**src/sv/iff_pkg.sv**
```systemverilog
`timescale 1ns / 1ps
`default_nettype none
// ----------------------------------------------------------------------------
// iff_pkg
// Shared types and constants of the integer field formatter.
// ----------------------------------------------------------------------------
package iff_pkg;

  localparam logic [2:0] CONV_SDEC  = 3'd0;
  localparam logic [2:0] CONV_UDEC  = 3'd1;
  localparam logic [2:0] CONV_OCT   = 3'd2;
  localparam logic [2:0] CONV_HEXL  = 3'd3;
  localparam logic [2:0] CONV_HEXU  = 3'd4;
  localparam logic [2:0] CONV_PTR   = 3'd5;

  localparam logic [7:0] CH_ZERO  = 8'h30;
  localparam logic [7:0] CH_SPACE = 8'h20;
  localparam logic [7:0] CH_MINUS = 8'h2d;
  localparam logic [7:0] CH_PLUS  = 8'h2b;
  localparam logic [7:0] CH_LX    = 8'h78;
  localparam logic [7:0] CH_UX    = 8'h58;

  // One input word.
  typedef struct packed {
    logic [63:0] magnitude;
    logic        is_negative;
    logic [2:0]  conversion;
    logic        plus_flag;
    logic        space_flag;
    logic        alternate_flag;
    logic        zero_flag;
    logic        left_flag;
    logic [6:0]  field_width;
    logic [6:0]  min_digits;
  } req_t;

  typedef struct packed {
    logic [7:0] out_char;
    logic       last_char;
  } rsp_t;

  // Controller to datapath.
  typedef struct packed {
    logic load;      // capture request
    logic div_step;  // produce one digit
    logic plan;      // compute field layout
    logic emit;      // advance one character
  } cmd_t;

  // Datapath to controller.
  typedef struct packed {
    logic div_done;
    logic empty;     // field has no characters
    logic emit_last; // current character is the final one
  } sts_t;

  function automatic logic [7:0] digit_char(input logic [3:0] d, input logic upper);
    logic [7:0] c;
    if (d < 4'd10) c = CH_ZERO + {4'd0, d};
    else if (upper) c = 8'h37 + {4'd0, d};
    else c = 8'h57 + {4'd0, d};
    return c;
  endfunction

endpackage
`default_nettype wire

```
**src/sv/iff_stream_if.sv**
```systemverilog
`timescale 1ns / 1ps
`default_nettype none
// ----------------------------------------------------------------------------
// iff_stream_if
// Valid/ready channel carrying one payload word.
// ----------------------------------------------------------------------------
interface iff_stream_if #(
  parameter type payload_t = logic
);
  logic     valid;
  logic     ready;
  payload_t data;

  modport source (output valid, output data, input ready);
  modport sink (input valid, input data, output ready);
endinterface
`default_nettype wire

```
**src/sv/integer_field_formatter.sv**
```systemverilog
`timescale 1ns / 1ps
`default_nettype none
// ----------------------------------------------------------------------------
// integer_field_formatter
// Turns one integer conversion request into the characters of its field.
// ----------------------------------------------------------------------------
// Usage:
//   req  : sink channel, one conversion request per word.
//   rsp  : source channel, one character per word, last_char on the final one.
// A request is taken only while the block is idle. Octal and hex digits are
// generated one per cycle; a decimal digit is built in steps (a shift-and-add
// estimate of the quotient by ten, then a corrected remainder). The digit
// count is at most 20 decimal, 22 octal or 16 hex. After the digits the
// layout is planned, then the first character can be taken, then one
// character per cycle while the receiver is ready. A field that is empty and
// has zero width yields no words, and the block then returns to idle, where
// the next request can be taken.
// Fields longer than MAX_CHARS are cut off after MAX_CHARS characters.
// When the receiver stalls, the current character is held on the port.
// Reset returns the sequencer to idle; no request is in flight afterward.
// ----------------------------------------------------------------------------
module integer_field_formatter #(
  parameter int unsigned MAX_CHARS = 64
) (
  input wire logic clk_i,
  input wire logic rst_ni,
  iff_stream_if.sink   req,
  iff_stream_if.source rsp
);
  iff_pkg::cmd_t cmd;
  iff_pkg::sts_t sts;

  iff_ctrl u_ctrl (
    .clk_i       (clk_i),
    .rst_ni      (rst_ni),
    .in_valid_i  (req.valid),
    .in_ready_o  (req.ready),
    .out_valid_o (rsp.valid),
    .out_ready_i (rsp.ready),
    .cmd_o       (cmd),
    .sts_i       (sts)
  );

  iff_datapath #(.MAX_CHARS(MAX_CHARS)) u_dp (
    .clk_i  (clk_i),
    .rst_ni (rst_ni),
    .req_i  (req.data),
    .cmd_i  (cmd),
    .sts_o  (sts),
    .rsp_o  (rsp.data)
  );
endmodule
`default_nettype wire

```
**src/sv/iff_ctrl.sv**
```systemverilog
`timescale 1ns / 1ps
`default_nettype none
// ----------------------------------------------------------------------------
// iff_ctrl
// Sequencer: load, digit generation, layout, character emission.
// ----------------------------------------------------------------------------
module iff_ctrl (
  input  wire logic          clk_i,
  input  wire logic          rst_ni,
  input  wire logic          in_valid_i,
  output logic               in_ready_o,
  output logic               out_valid_o,
  input  wire logic          out_ready_i,
  output iff_pkg::cmd_t      cmd_o,
  input  wire iff_pkg::sts_t sts_i
);
  localparam logic [2:0] S_IDLE = 3'd0;
  localparam logic [2:0] S_DIV  = 3'd1;
  localparam logic [2:0] S_PLAN = 3'd2;
  localparam logic [2:0] S_EMIT = 3'd3;

  logic [2:0] state_q, state_d;

  always_comb begin
    state_d      = state_q;
    cmd_o        = '0;
    in_ready_o   = 1'b0;
    out_valid_o  = 1'b0;
    case (state_q)
      S_IDLE: begin
        in_ready_o = 1'b1;
        if (in_valid_i) begin
          cmd_o.load = 1'b1;
          state_d    = S_DIV;
        end
      end
      S_DIV: begin
        cmd_o.div_step = 1'b1;
        if (sts_i.div_done) state_d = S_PLAN;
      end
      S_PLAN: begin
        cmd_o.plan = 1'b1;
        state_d    = S_EMIT;
      end
      S_EMIT: begin
        if (sts_i.empty) begin
          state_d = S_IDLE;
        end else begin
          out_valid_o = 1'b1;
          if (out_ready_i) begin
            cmd_o.emit = 1'b1;
            if (sts_i.emit_last) state_d = S_IDLE;
          end
        end
      end
      default: state_d = S_IDLE;
    endcase
  end

  always_ff @(posedge clk_i or negedge rst_ni) begin
    if (!rst_ni) state_q <= S_IDLE;
    else state_q <= state_d;
  end

  a_ready_idle: assert property (@(posedge clk_i) disable iff (!rst_ni)
    in_ready_o |-> !out_valid_o) else $error("accept while emitting");
  a_div_plan: assert property (@(posedge clk_i) disable iff (!rst_ni)
    cmd_o.plan |=> (state_q == S_EMIT)) else $error("plan not followed by emit");
  a_load_div: assert property (@(posedge clk_i) disable iff (!rst_ni)
    cmd_o.load |=> cmd_o.div_step) else $error("load not followed by digits");
endmodule
`default_nettype wire

```
**src/sv/iff_datapath.sv**
```systemverilog
`timescale 1ns / 1ps
`default_nettype none
// ----------------------------------------------------------------------------
// iff_datapath
// Digit generator and field character sequencer.
// ----------------------------------------------------------------------------
module iff_datapath #(
  parameter int unsigned MAX_CHARS = 64
) (
  input  wire logic          clk_i,
  input  wire logic          rst_ni,
  input  wire iff_pkg::req_t req_i,
  input  wire iff_pkg::cmd_t cmd_i,
  output iff_pkg::sts_t      sts_o,
  output iff_pkg::rsp_t      rsp_o
);
  localparam int unsigned CW = $clog2(MAX_CHARS + 1);

  iff_pkg::req_t req_q;
  logic [63:0]   v_q;
  logic [6:0]    n_q;        // digits generated
  logic [2:0]    conv_q;
  logic          sign_q;     // sign char present
  logic [7:0]    sign_ch_q;
  logic [1:0]    pfx_q;      // prefix length beyond sign (0..2)
  logic [7:0]    pfx1_ch_q;
  logic [6:0]    nd_q;       // digits shown
  logic [6:0]    zf_q;       // precision zero fill (incl. octal 0)
  logic [7:0]    fl_q;
  logic [7:0]    pad_q;
  logic [7:0]    pos_q;      // character index
  logic [CW-1:0] k_q;        // characters emitted
  logic          div_done;

  // Digit codes, least significant first, 4 bits each. A 64-bit octal value
  // has up to 22 digits.
  logic [87:0] revd_q;

  // Octal and hex digits take one step. A decimal digit takes four: three
  // steps build a shift-and-add estimate of v / 10 that is at most one low,
  // and the last step forms the remainder and corrects the estimate.
  logic [1:0]  ph_q;
  logic [63:0] t_q;
  logic [63:0] a0, a1, b0, b1, c0;
  logic [63:0] r0;
  logic [4:0]  r5;
  logic        is_dec;
  logic        commit;
  logic [63:0] quo;
  logic [3:0]  rem;
  always_comb begin
    a0 = (v_q >> 1) + (v_q >> 2);
    a1 = a0 + (a0 >> 4);
    b0 = t_q + (t_q >> 8);
    b1 = b0 + (b0 >> 16);
    c0 = (t_q + (t_q >> 32)) >> 3;
    r0 = v_q - ((t_q << 3) + (t_q << 1));
    r5 = r0[4:0];
    case (conv_q)
      iff_pkg::CONV_OCT: begin
        quo = v_q >> 3;
        rem = {1'b0, v_q[2:0]};
      end
      iff_pkg::CONV_HEXL, iff_pkg::CONV_HEXU, iff_pkg::CONV_PTR: begin
        quo = v_q >> 4;
        rem = v_q[3:0];
      end
      default: begin
        if (r5 >= 5'd10) begin
          quo = t_q + 64'd1;
          rem = 4'(r5 - 5'd10);
        end else begin
          quo = t_q;
          rem = r5[3:0];
        end
      end
    endcase
  end

  assign is_dec   = !(conv_q == iff_pkg::CONV_OCT || conv_q == iff_pkg::CONV_HEXL ||
                      conv_q == iff_pkg::CONV_HEXU || conv_q == iff_pkg::CONV_PTR);
  assign commit   = !is_dec || (ph_q == 2'd3);
  assign div_done = commit && ((quo == 64'd0) || (n_q == 7'd63));

  // Layout computed combinationally from captured request.
  logic        upper;
  logic [6:0]  prec;
  logic        has_prec;
  logic        mag_zero;
  logic [6:0]  nd;
  logic [6:0]  zf;
  logic        oct0;
  logic        sgn;
  logic [7:0]  sgn_ch;
  logic [1:0]  pfx;
  logic [7:0]  fl;
  logic [3:0]  top_dig;
  always_comb begin
    upper    = (conv_q == iff_pkg::CONV_HEXU);
    has_prec = !req_q.min_digits[6];
    prec     = has_prec ? req_q.min_digits : 7'd0;
    mag_zero = (req_q.magnitude == 64'd0);
    nd       = (has_prec && prec == 7'd0 && mag_zero && conv_q != iff_pkg::CONV_PTR)
               ? 7'd0 : n_q;
    zf       = (has_prec && prec > nd) ? prec - nd : 7'd0;
    top_dig  = revd_q[4*(n_q[4:0] - 5'd1) +: 4];
    oct0     = (conv_q == iff_pkg::CONV_OCT) && req_q.alternate_flag && zf == 7'd0 &&
               (nd == 7'd0 || top_dig != 4'd0);
    sgn      = 1'b0;
    sgn_ch   = iff_pkg::CH_SPACE;
    if (conv_q == iff_pkg::CONV_SDEC) begin
      if (req_q.is_negative) begin
        sgn = 1'b1; sgn_ch = iff_pkg::CH_MINUS;
      end else if (req_q.plus_flag) begin
        sgn = 1'b1; sgn_ch = iff_pkg::CH_PLUS;
      end else if (req_q.space_flag) begin
        sgn = 1'b1;
      end
    end
    pfx = 2'd0;
    if (conv_q == iff_pkg::CONV_PTR) pfx = 2'd2;
    else if (req_q.alternate_flag && !mag_zero &&
             (conv_q == iff_pkg::CONV_HEXL || conv_q == iff_pkg::CONV_HEXU)) pfx = 2'd2;
    fl = 8'(sgn) + 8'(pfx) + 8'(oct0) + 8'(zf) + 8'(nd);
  end

  logic [7:0] pfx_end;  // sign and prefix length
  logic [7:0] total;
  logic       zp;
  assign pfx_end = 8'(sign_q) + 8'(pfx_q);
  assign zp      = req_q.zero_flag && !req_q.left_flag && req_q.min_digits[6];
  assign total   = fl_q + pad_q;

  // Character at field index j.
  function automatic logic [7:0] field_char(input logic [7:0] j,
      input logic s, input logic [7:0] sc, input logic [1:0] p,
      input logic [7:0] xc, input logic [6:0] z, input logic [6:0] d,
      input logic [87:0] r, input logic up);
    logic [7:0] c;
    logic [7:0] o;
    logic [7:0] di;
    c = iff_pkg::CH_ZERO;
    o = j;
    if (s && o == 8'd0) c = sc;
    else begin
      if (s) o = o - 8'd1;
      if (p == 2'd2 && o == 8'd1) c = xc;
      else if (o < 8'(p)) c = iff_pkg::CH_ZERO;
      else begin
        o = o - 8'(p);
        if (o < 8'(z)) c = iff_pkg::CH_ZERO;
        else begin
          di = 8'(d) - 8'd1 - (o - 8'(z));
          c  = iff_pkg::digit_char(r[4*di[4:0] +: 4], up);
        end
      end
    end
    return c;
  endfunction

  logic [7:0] fidx;
  logic       is_pad;
  logic [7:0] ch;
  always_comb begin
    is_pad = 1'b0;
    fidx   = pos_q;
    if (req_q.left_flag) begin
      is_pad = pos_q >= fl_q;
    end else if (zp && pad_q != 8'd0) begin
      if (pos_q >= pfx_end && pos_q < pfx_end + pad_q) is_pad = 1'b1;
      else if (pos_q >= pfx_end) fidx = pos_q - pad_q;
    end else begin
      is_pad = pos_q < pad_q;
      fidx   = pos_q - pad_q;
    end
    if (is_pad) ch = (zp && !req_q.left_flag) ? iff_pkg::CH_ZERO : iff_pkg::CH_SPACE;
    else ch = field_char(fidx, sign_q, sign_ch_q, pfx_q, pfx1_ch_q, zf_q, nd_q,
                         revd_q, conv_q == iff_pkg::CONV_HEXU);
  end

  assign rsp_o.out_char  = ch;
  assign rsp_o.last_char = (pos_q + 8'd1 == total) || (k_q == CW'(MAX_CHARS - 1));
  assign sts_o.div_done  = div_done;
  assign sts_o.empty     = (total == 8'd0);
  assign sts_o.emit_last = rsp_o.last_char;

  always_ff @(posedge clk_i) begin
    if (cmd_i.load) begin
      req_q  <= req_i;
      v_q    <= req_i.magnitude;
      n_q    <= 7'd0;
      ph_q   <= 2'd0;
      conv_q <= (req_i.conversion > iff_pkg::CONV_PTR) ? iff_pkg::CONV_UDEC
                                                      : req_i.conversion;
    end else if (cmd_i.div_step) begin
      if (commit) begin
        v_q                     <= quo;
        revd_q[4*n_q[4:0] +: 4] <= rem;
        n_q                     <= n_q + 7'd1;
        ph_q                    <= 2'd0;
      end else begin
        ph_q <= ph_q + 2'd1;
        case (ph_q)
          2'd0:    t_q <= a1;
          2'd1:    t_q <= b1;
          default: t_q <= c0;
        endcase
      end
    end
    if (cmd_i.plan) begin
      sign_q    <= sgn;
      sign_ch_q <= sgn_ch;
      pfx_q     <= pfx;
      pfx1_ch_q <= upper ? iff_pkg::CH_UX : iff_pkg::CH_LX;
      nd_q      <= nd;
      zf_q      <= zf + 7'(oct0);
      fl_q      <= fl;
      pad_q     <= ({1'b0, req_q.field_width} > fl) ? {1'b0, req_q.field_width} - fl : 8'd0;
    end
  end

  always_ff @(posedge clk_i or negedge rst_ni) begin
    if (!rst_ni) begin
      pos_q <= '0;
      k_q   <= '0;
    end else if (cmd_i.plan) begin
      pos_q <= '0;
      k_q   <= '0;
    end else if (cmd_i.emit) begin
      pos_q <= pos_q + 8'd1;
      k_q   <= k_q + CW'(1);
    end
  end

  a_count: assert property (@(posedge clk_i) disable iff (!rst_ni)
    cmd_i.emit |-> (k_q < CW'(MAX_CHARS))) else $error("overlong field");
  a_step: assert property (@(posedge clk_i) disable iff (!rst_ni)
    cmd_i.emit |=> (pos_q == $past(pos_q) + 8'd1)) else $error("position skip");
  a_digits: assert property (@(posedge clk_i) disable iff (!rst_ni)
    cmd_i.plan |-> (n_q != 7'd0)) else $error("no digit produced");
endmodule
`default_nettype wire
```
**src/flat_wrapper.sv**
```systemverilog
// flat-port wrapper written by rule: the top's interface ports become plain ports
module integer_field_formatter_flat 
#(
  parameter int unsigned MAX_CHARS = 64
)
  (clk_i, rst_ni, req_valid, req_data, req_ready, rsp_valid, rsp_data, rsp_ready);
  iff_stream_if req_i ();
  iff_stream_if rsp_i ();
  input wire logic clk_i;
  input wire logic rst_ni;
  input wire logic [$bits(req_i.valid)-1:0] req_valid;
  input wire logic [$bits(req_i.data)-1:0] req_data;
  output wire logic [$bits(req_i.ready)-1:0] req_ready;
  output wire logic [$bits(rsp_i.valid)-1:0] rsp_valid;
  output wire logic [$bits(rsp_i.data)-1:0] rsp_data;
  input wire logic [$bits(rsp_i.ready)-1:0] rsp_ready;
  assign req_i.valid = req_valid;
  assign req_i.data = req_data;
  assign req_ready = req_i.ready;
  assign rsp_valid = rsp_i.valid;
  assign rsp_data = rsp_i.data;
  assign rsp_i.ready = rsp_ready;
  integer_field_formatter #(.MAX_CHARS(MAX_CHARS)) u_core (.clk_i(clk_i), .rst_ni(rst_ni), .req(req_i), .rsp(rsp_i));
endmodule
```
**config.mk**
```make
export PLATFORM = sky130hd
export DESIGN_NAME = integer_field_formatter_flat
export DESIGN_NICKNAME = d
export VERILOG_FILES = /design/src/sv/iff_pkg.sv /design/src/sv/iff_stream_if.sv /design/src/sv/integer_field_formatter.sv /design/src/sv/iff_ctrl.sv /design/src/sv/iff_datapath.sv /design/src/flat_wrapper.sv
export SDC_FILE = /design/constraint.sdc
export NUM_CORES = 1
export LEC_CHECK = 0
export ABC_CLOCK_PERIOD_IN_PS = 8600
export BUFFER_PORTS_ARGS = -buffer_cell sky130_fd_sc_hd__buf_2
export CAP_MARGIN = 20
export CELL_PAD_IN_SITES_DETAIL_PLACEMENT = 0
export CELL_PAD_IN_SITES_GLOBAL_PLACEMENT = 2
export CORE_MARGIN = 2
export CORE_UTILIZATION = 40
export DETAILED_ROUTE_END_ITERATION = 8
export GPL_ROUTABILITY_DRIVEN = 0
export PLACE_DENSITY_LB_ADDON = 0.1
export SYNTH_ARGS = -nofsm -noshare
export SYNTH_HDL_FRONTEND = slang
export SYNTH_SLANG_ARGS = --single-unit
```
**constraint.sdc**
```tcl
create_clock -name clk_i -period 8.6 [get_ports clk_i]
set_clock_uncertainty 0.15 [all_clocks]
set_input_delay 1.72 -clock clk_i [delete_from_list [all_inputs] [get_ports clk_i]]
set_output_delay 1.72 -clock clk_i [all_outputs]
set_load 0.01 [all_outputs]
```
# Word-level counts from Yosys, hierarchy flattened
# Cells that the tools add are included.
[totals]
reg_bits = 172
input_bits = 5
output_inout_bits = 3
word_cells = 80
[classes]
n_addsub = 16
magnitude_cmp = 3
n_eq_ne = 12
mux = 25
n_bitwise = 2
n_reduce_logical = 12
[op_table]
columns = ["operator", "n"]
rows = [
  ["$pmux W64 S2", 1],
  ["$add A63 B62 Y64", 1],
  ["$add A64 B1 Y64 const B", 1],
  ["$add A64 B32 Y64", 1],
  ["$add A64 B48 Y64", 1],
  ["$add A64 B56 Y64", 1],
  ["$add A64 B60 Y64", 1],
  ["$logic_not A64 Y1", 1],
  ["$mux W64", 1],
  ["$mux W7", 4],
  ["$mux W8", 2],
  ["$mux W3", 5],
  ["$add A7 B1 Y7 const B", 2],
  ["$eq A7 B6 Y1 const B", 2],
  ["$pmux W3 S4", 1],
  ["$mux W1", 10],
  ["$add A7 B7 Y8", 1],
  ["$add A8 B1 Y8 const B", 1],
  ["$add A8 B8 Y8", 1],
  ["$eq A8 B8 Y1", 1],
  ["$gt A1 B8 Y1 const A", 1],
  ["$logic_not A8 Y1", 1],
  ["$sub A1 B8 Y8 const A", 1],
  ["$gt A1 B7 Y1", 1],
  ["22 further kinds", 27],
]

# Logic depth before layout (Yosys ltp)
[logic_depth]
depth_word = 9
depth_mapped = 29
depth_no_buf = 29

# Modules after synthesis
# A second synthesis with hierarchy kept.
[unflattened]
hier_cells = 4074
area_unflattened_um2 = 36560.1
[by_module_without_submodules]
columns = ["mod", "n_inst", "cells_per_inst", "area_per_inst_um2", "seq_area_each_um2"]
rows = [
  ["iff_datapath", 1, 4053, 36346.1, 10675.2],
  ["iff_ctrl", 1, 20, 210.2, 50.0],
  ["integer_field_formatter", 1, 1, 3.8, 0.0],
]

# Worst setup path after synthesis
# No wires, ideal clock.
[synth_path]
kind = "reg-to-reg"
start = "reg u_core.u_dp.t_q[0]"
end = "reg u_core.u_dp.t_q[44], data pin"
setup_time_ns = 0.259
arrival_time_ns = 5.715
t_required_ns = 8.191
setup_slack_ns = 2.476
stages_incl_launch_ff = 28
n_path_buf = 0
period_less_slack_ns = 6.124
path_cell_list = "edfxtp_1 ha_1 fa_1 nand2_1 a211oi_1 o21ai_0 nand2b_1 and2_1 o21ai_0 nand2b_1 a31o_2 a31oi_1 o21ai_0 xor2_1 ha_1 o211ai_1 o21ai_0 o311ai_0 a21oi_1 a31oi_1 o21a_1 or4b_1 a21oi_1 o2111ai_1 a21oi_1 nor3_1 a41o_1 a211o_1"
[synth_via]
elab_chain_cells = 3
elab_cells_between_ends = 4
cone_classes = "add/sub (3); mux (1)"
[synth_lines]
columns = ["element", "line", "text"]
rows = [
  ["start, declared", "iff_datapath.sv:43", "logic [63:0] t_q;"],
  ["start signal, assigned", "iff_datapath.sv:204", "2'd0: t_q <= a1;"],
  ["start signal, assigned", "iff_datapath.sv:205", "2'd1: t_q <= b1;"],
  ["start signal, assigned", "iff_datapath.sv:206", "default: t_q <= c0;"],
  ["$add A64 B56 Y64", "iff_datapath.sv:54", "b0 = t_q + (t_q >> 8);"],
  ["$add A64 B48 Y64", "iff_datapath.sv:55", "b1 = b0 + (b0 >> 16);"],
  ["$pmux W64 S2 *", "iff_datapath.sv:203", "case (ph_q)"],
]
# Mark *: on every way between the ends. The rest lies on a longest branch, timed or not.
# A chain may end at the register's enable or synchronous reset.

# Worst setup path in the final report
[layout_path]
start = "reg u_core.u_dp.t_q[16]"
end = "reg u_core.u_dp.t_q[43], data pin"
# The elaborated chain is that of the path after synthesis.

==> out/summary.md <==
The clock slew seen by the registers of the worst setup and hold paths works out to 0.07 ns. Setup repair after global routing left no endpoint under its margin. The synthesized-area fraction occupied by adder cells was 0.148; the number of enable-type register cells in the synthesized netlist was 73. For the via count of the first global-routing pass, the log shows 22800. The residual overflow from global routing came out at 0. In this run the remaining antenna-violating nets after routing total 0.

Summing all multi-input logic gate instances after layout gives 19300 sq um. The height of the chip was 250 um. The worst setup path category is reg -> reg. Fill cell total of the finished layout: 6281.

The number of antenna diodes in the final layout is 0. For the overall routed net length, the log shows 93.8 mm. The final count of pins violating max slew was 0. For this run, the number of standard cells in the final layout without fillers is 3890. Xor/xnor share of the synthesized area: 0.137. The part of the Yosys area used for sequential elements is 0.168. Synthesis produced a netlist whose cell count is 3188. The cell row count was 90; the simple logic cell fraction of the synthesized area was 0.214. The clock tree synthesis step divided the H-tree into 4 levels.

The proportion of synthesized area in mux cells works out to 0.00392. The tools report the headroom to the max-slew limit as 0.216. Counting along the longest clock path gives a buffer depth of 2.

The async set-reset flop share out of synthesis was 0.104; the post-synthesis to final-layout area growth was 5.29%. Yosys printed 0 warnings. During I/O placement, the number of pins put on the boundary was 8. Based on the critical path, the design can be clocked at up to 0.128 GHz. The initial antenna violation count was 1; the number of input and output port buffers inserted was 7. The max-capacitance violation count was 0; the proportion of layout cells with a drive suffix above 1 was 0.0457. Slew at the pin closest to its max-slew limit: 1.18 ns. The global-route usage over all layers is 0.294, and the post-CTS setup buffer count is 0. The die covers 62700 sq um.

The number of nets at the end of the flow came out at 3385. The flip-flop and latch count after synthesis came out at 163. The tools report the critical path capture point type as a flop.

The run gives 142 mm as the first-pass GRT wire length. The count of cell types in the netlist is 103. In this run the cell area of the synthesized design comes to 24300 sq um.

The flow ran to the end, and the final reports show no timing, DRC or antenna violations. The tools report the CTS buffer count as 17. The cell at the root of the clock tree was clkbuf_16. The final number of hold-violating endpoints is 0. The most used flip-flop cell after synthesis is edfxtp_1. In the final routed layout, each cell accounts on average for 24.1 um. For the total DRC errors in the routed layout, the log shows 0. The time the worst path needs with I/O delays and setup is 7.82 ns, and the critical path data arrival time is 7.88 ns.

The number of optimization iterations in the first detailed-route pass was 6; the post-route worst hold slack was 0.342 ns. The post-CTS resize count was 0. Detailed placement ended at an HPWL of 75.2 mm.

The number of clock sinks seen by CTS is 163. Via-per-instance ratio: 6.23. Summing all flip-flop and latch instances after layout gives 4080 sq um. The run gives 2003 as the starting DRC count in detailed routing. Share of the clock period used by the worst path: 0.909.

The die extent in x came out at 250 um. The hold buffer count at cts was 0. By area, the combinational part of the netlist is dominated by compound AO/OA/AOI/OAI gates. The logs give 76 for the largest net degree at the start of global routing and 60100 sq um for the area of the core. After detailed placement, the design holds a cell count of 3858.

In this run the worst hold path is classified as reg -> reg. The kind of start point of the critical path is a flop. The clock reaches the later pin of the worst-skew pair after 0.50 ns. TritonCTS built the clock tree.

Setup violations remaining at the end of the flow were counted as 0. In the final timing run, aggregate negative setup slack is 0 ns. The logs give 0.404 for the starting density of the core and 8.66 ns for the data required time at the worst endpoint. The compound-cell area share of the yosys netlist is 0.289, and the mean post-synth cell area is 7.62 sq um. Detailed routing inserted a total of 24200 vias. Of all nets on the critical path, the largest fanout is 8.
==> state kept, by name, summed over array words and instances, names as in the netlist <==
register	flops
u_core.u_ctrl.state_q	2
u_core.u_dp.req_q	1
u_core.u_dp.n_q	7
u_core.u_dp.pos_q	8
u_core.u_dp.t_q	64
u_core.u_dp.ph_q	2
u_core.u_dp.v_q	64
u_core.u_dp.k_q	7
u_core.u_dp.fl_q	8
==> kinds of logic (layout without fill, tap and decap cells) <==
family | Yosys count | count (layout)
AOI/OAI and AO/OA | 1069 | 1069
xor gates and xnor gates | 377 | 377
adders and majority gates | 285 | 285
buffers and inverters | 246 | 162
DFF | 163 | 163
muxes | 9 | 9
other | 1 | 5
and+or+nand+nor | 1038 | 1038
==> placed cells by master, fill, tap and decap left out, types with 19 or more instances in the layout <==
master,Yosys,layout
a211oi_1,81,81
a21o_1,161,161
a21oi_1,275,275
a22oi_1,39,39
a31oi_1,38,38
and2_1,32,30
and3_1,58,58
buf_4,1,32
dfxtp_1,73,73
edfxtp_1,73,73
ha_1,280,278
inv_1,90,90
nand2_1,234,234
nand2b_1,44,44
nand3_1,118,118
nand4_1,75,75
nor2_1,264,263
nor2b_1,35,35
nor3_1,62,62
nor4_1,21,21
o211ai_1,21,21
o21a_1,33,33
o21ai_0,198,198
o21bai_1,36,36
or2_2,19,19
or3_1,27,27
xnor2_1,206,206
xor2_1,167,167
==> routing by layer <==
metal | vias to the layer above | global-route usage | wire length, um
li1 | 11700 | - | -
met1 | 11600 | 0.407 | 43600
met2 | 756 | 0.470 | 41800
met3 | 139 | 0.0407 | 5360
met4 | 2 | 0.0965 | 3030
met5 | - | 0 | 11
==> worst paths after layout <==
path | to | slack (ns) | cells past startpoint | startpoint
setup / recovery | u_core.u_dp.t_q[43] | 0.78 | 26 | u_core.u_dp.t_q[16]
hold / removal | u_core.u_dp.v_q[0] | 0.34 | 2 | u_core.u_dp.v_q[0]
setup reg to reg | u_core.u_dp.t_q[43] | 0.78 | 26 | u_core.u_dp.t_q[16]
hold reg to reg | u_core.u_dp.v_q[0] | 0.34 | 2 | u_core.u_dp.v_q[0]
max in group asynchronous | u_core.u_ctrl.state_q[1] | 7.02 | 1 | rst_ni
min in group asynchronous | u_core.u_dp.pos_q[3] | 0.99 | 1 | rst_ni
==> layout make-up <==
cell class / count / area share
inverter: 91 / 0.0134
tap: 782 / 0.0383
sequential: 163 / 0.160
multi-input combinational: 2783 / 0.754
timing repair buffer: 39 / 0.0108
clock buffer: 17 / 0.0166
clock inverter: 15 / 0.00744
==> stage by stage <==
stage	area, sq um	utilization	setup slack, ns
global route	25600	0.425	0.260
CTS	25600	0.425	0.989
floorplan	24300	-	2.48
global placement	25000	0.415	1.10
detailed placement	25000	0.415	1.06
finish	25600	0.425	0.781
==> Yosys cell counts (13+ instances only) <==
library cell	instances	area, sq um
o221ai_1	18	158
o21a_1	33	248
nor4_1	21	131
or2_2	19	119
a21o_1	161	1210
nor3_1	62	310
a21boi_0	13	97.6
nor2_1	264	991
dfrtp_1	17	425
buf_2	16	80.1
a211oi_1	81	608
ha_1	280	3500
o21bai_1	36	270
a21oi_1	275	1380
o211ai_1	21	158
inv_1	90	338
dfxtp_1	73	1460
xor2_1	167	1460
nand4_1	75	469
nor2b_1	35	219
o31ai_1	15	113
xnor2_1	206	1800
nand2b_1	44	275
nand2_1	234	878
and3_1	58	363
a22oi_1	39	293
nand3_1	118	591
clkbuf_1	125	469
edfxtp_1	73	2190
o21ai_0	198	991
or3_1	27	169
o22ai_1	18	113
a31oi_1	38	238
and2_1	32	200
==> critical path: stages, from the launching register on <==
cell       delay, ns
edfxtp_1        0.58
ha_1            0.44
a21oi_1         0.32
o211ai_1        0.18
o21ai_0         0.18
nand2b_1        0.10
and2_1          0.17
o21ai_0         0.15
nand2b_1        0.13
a31o_2          0.28
a31oi_1         0.25
o21ai_0         0.18
xor2_1          0.46
ha_1            0.32
nand4_1         0.11
or3_1           0.43
a31oi_1         0.38
o211ai_1        0.23
a2111oi_1       0.60
nor2_1          0.20
a2111oi_0       0.71
o21ai_0         0.17
nand3_1         0.14
a21o_1          0.17
a21oi_1         0.09
xor2_1          0.28
o221ai_1        0.15
Power is left out: the tool's default activity adds up to more than one toggle a clock period on the data nets, which glitch-free logic cannot reach.
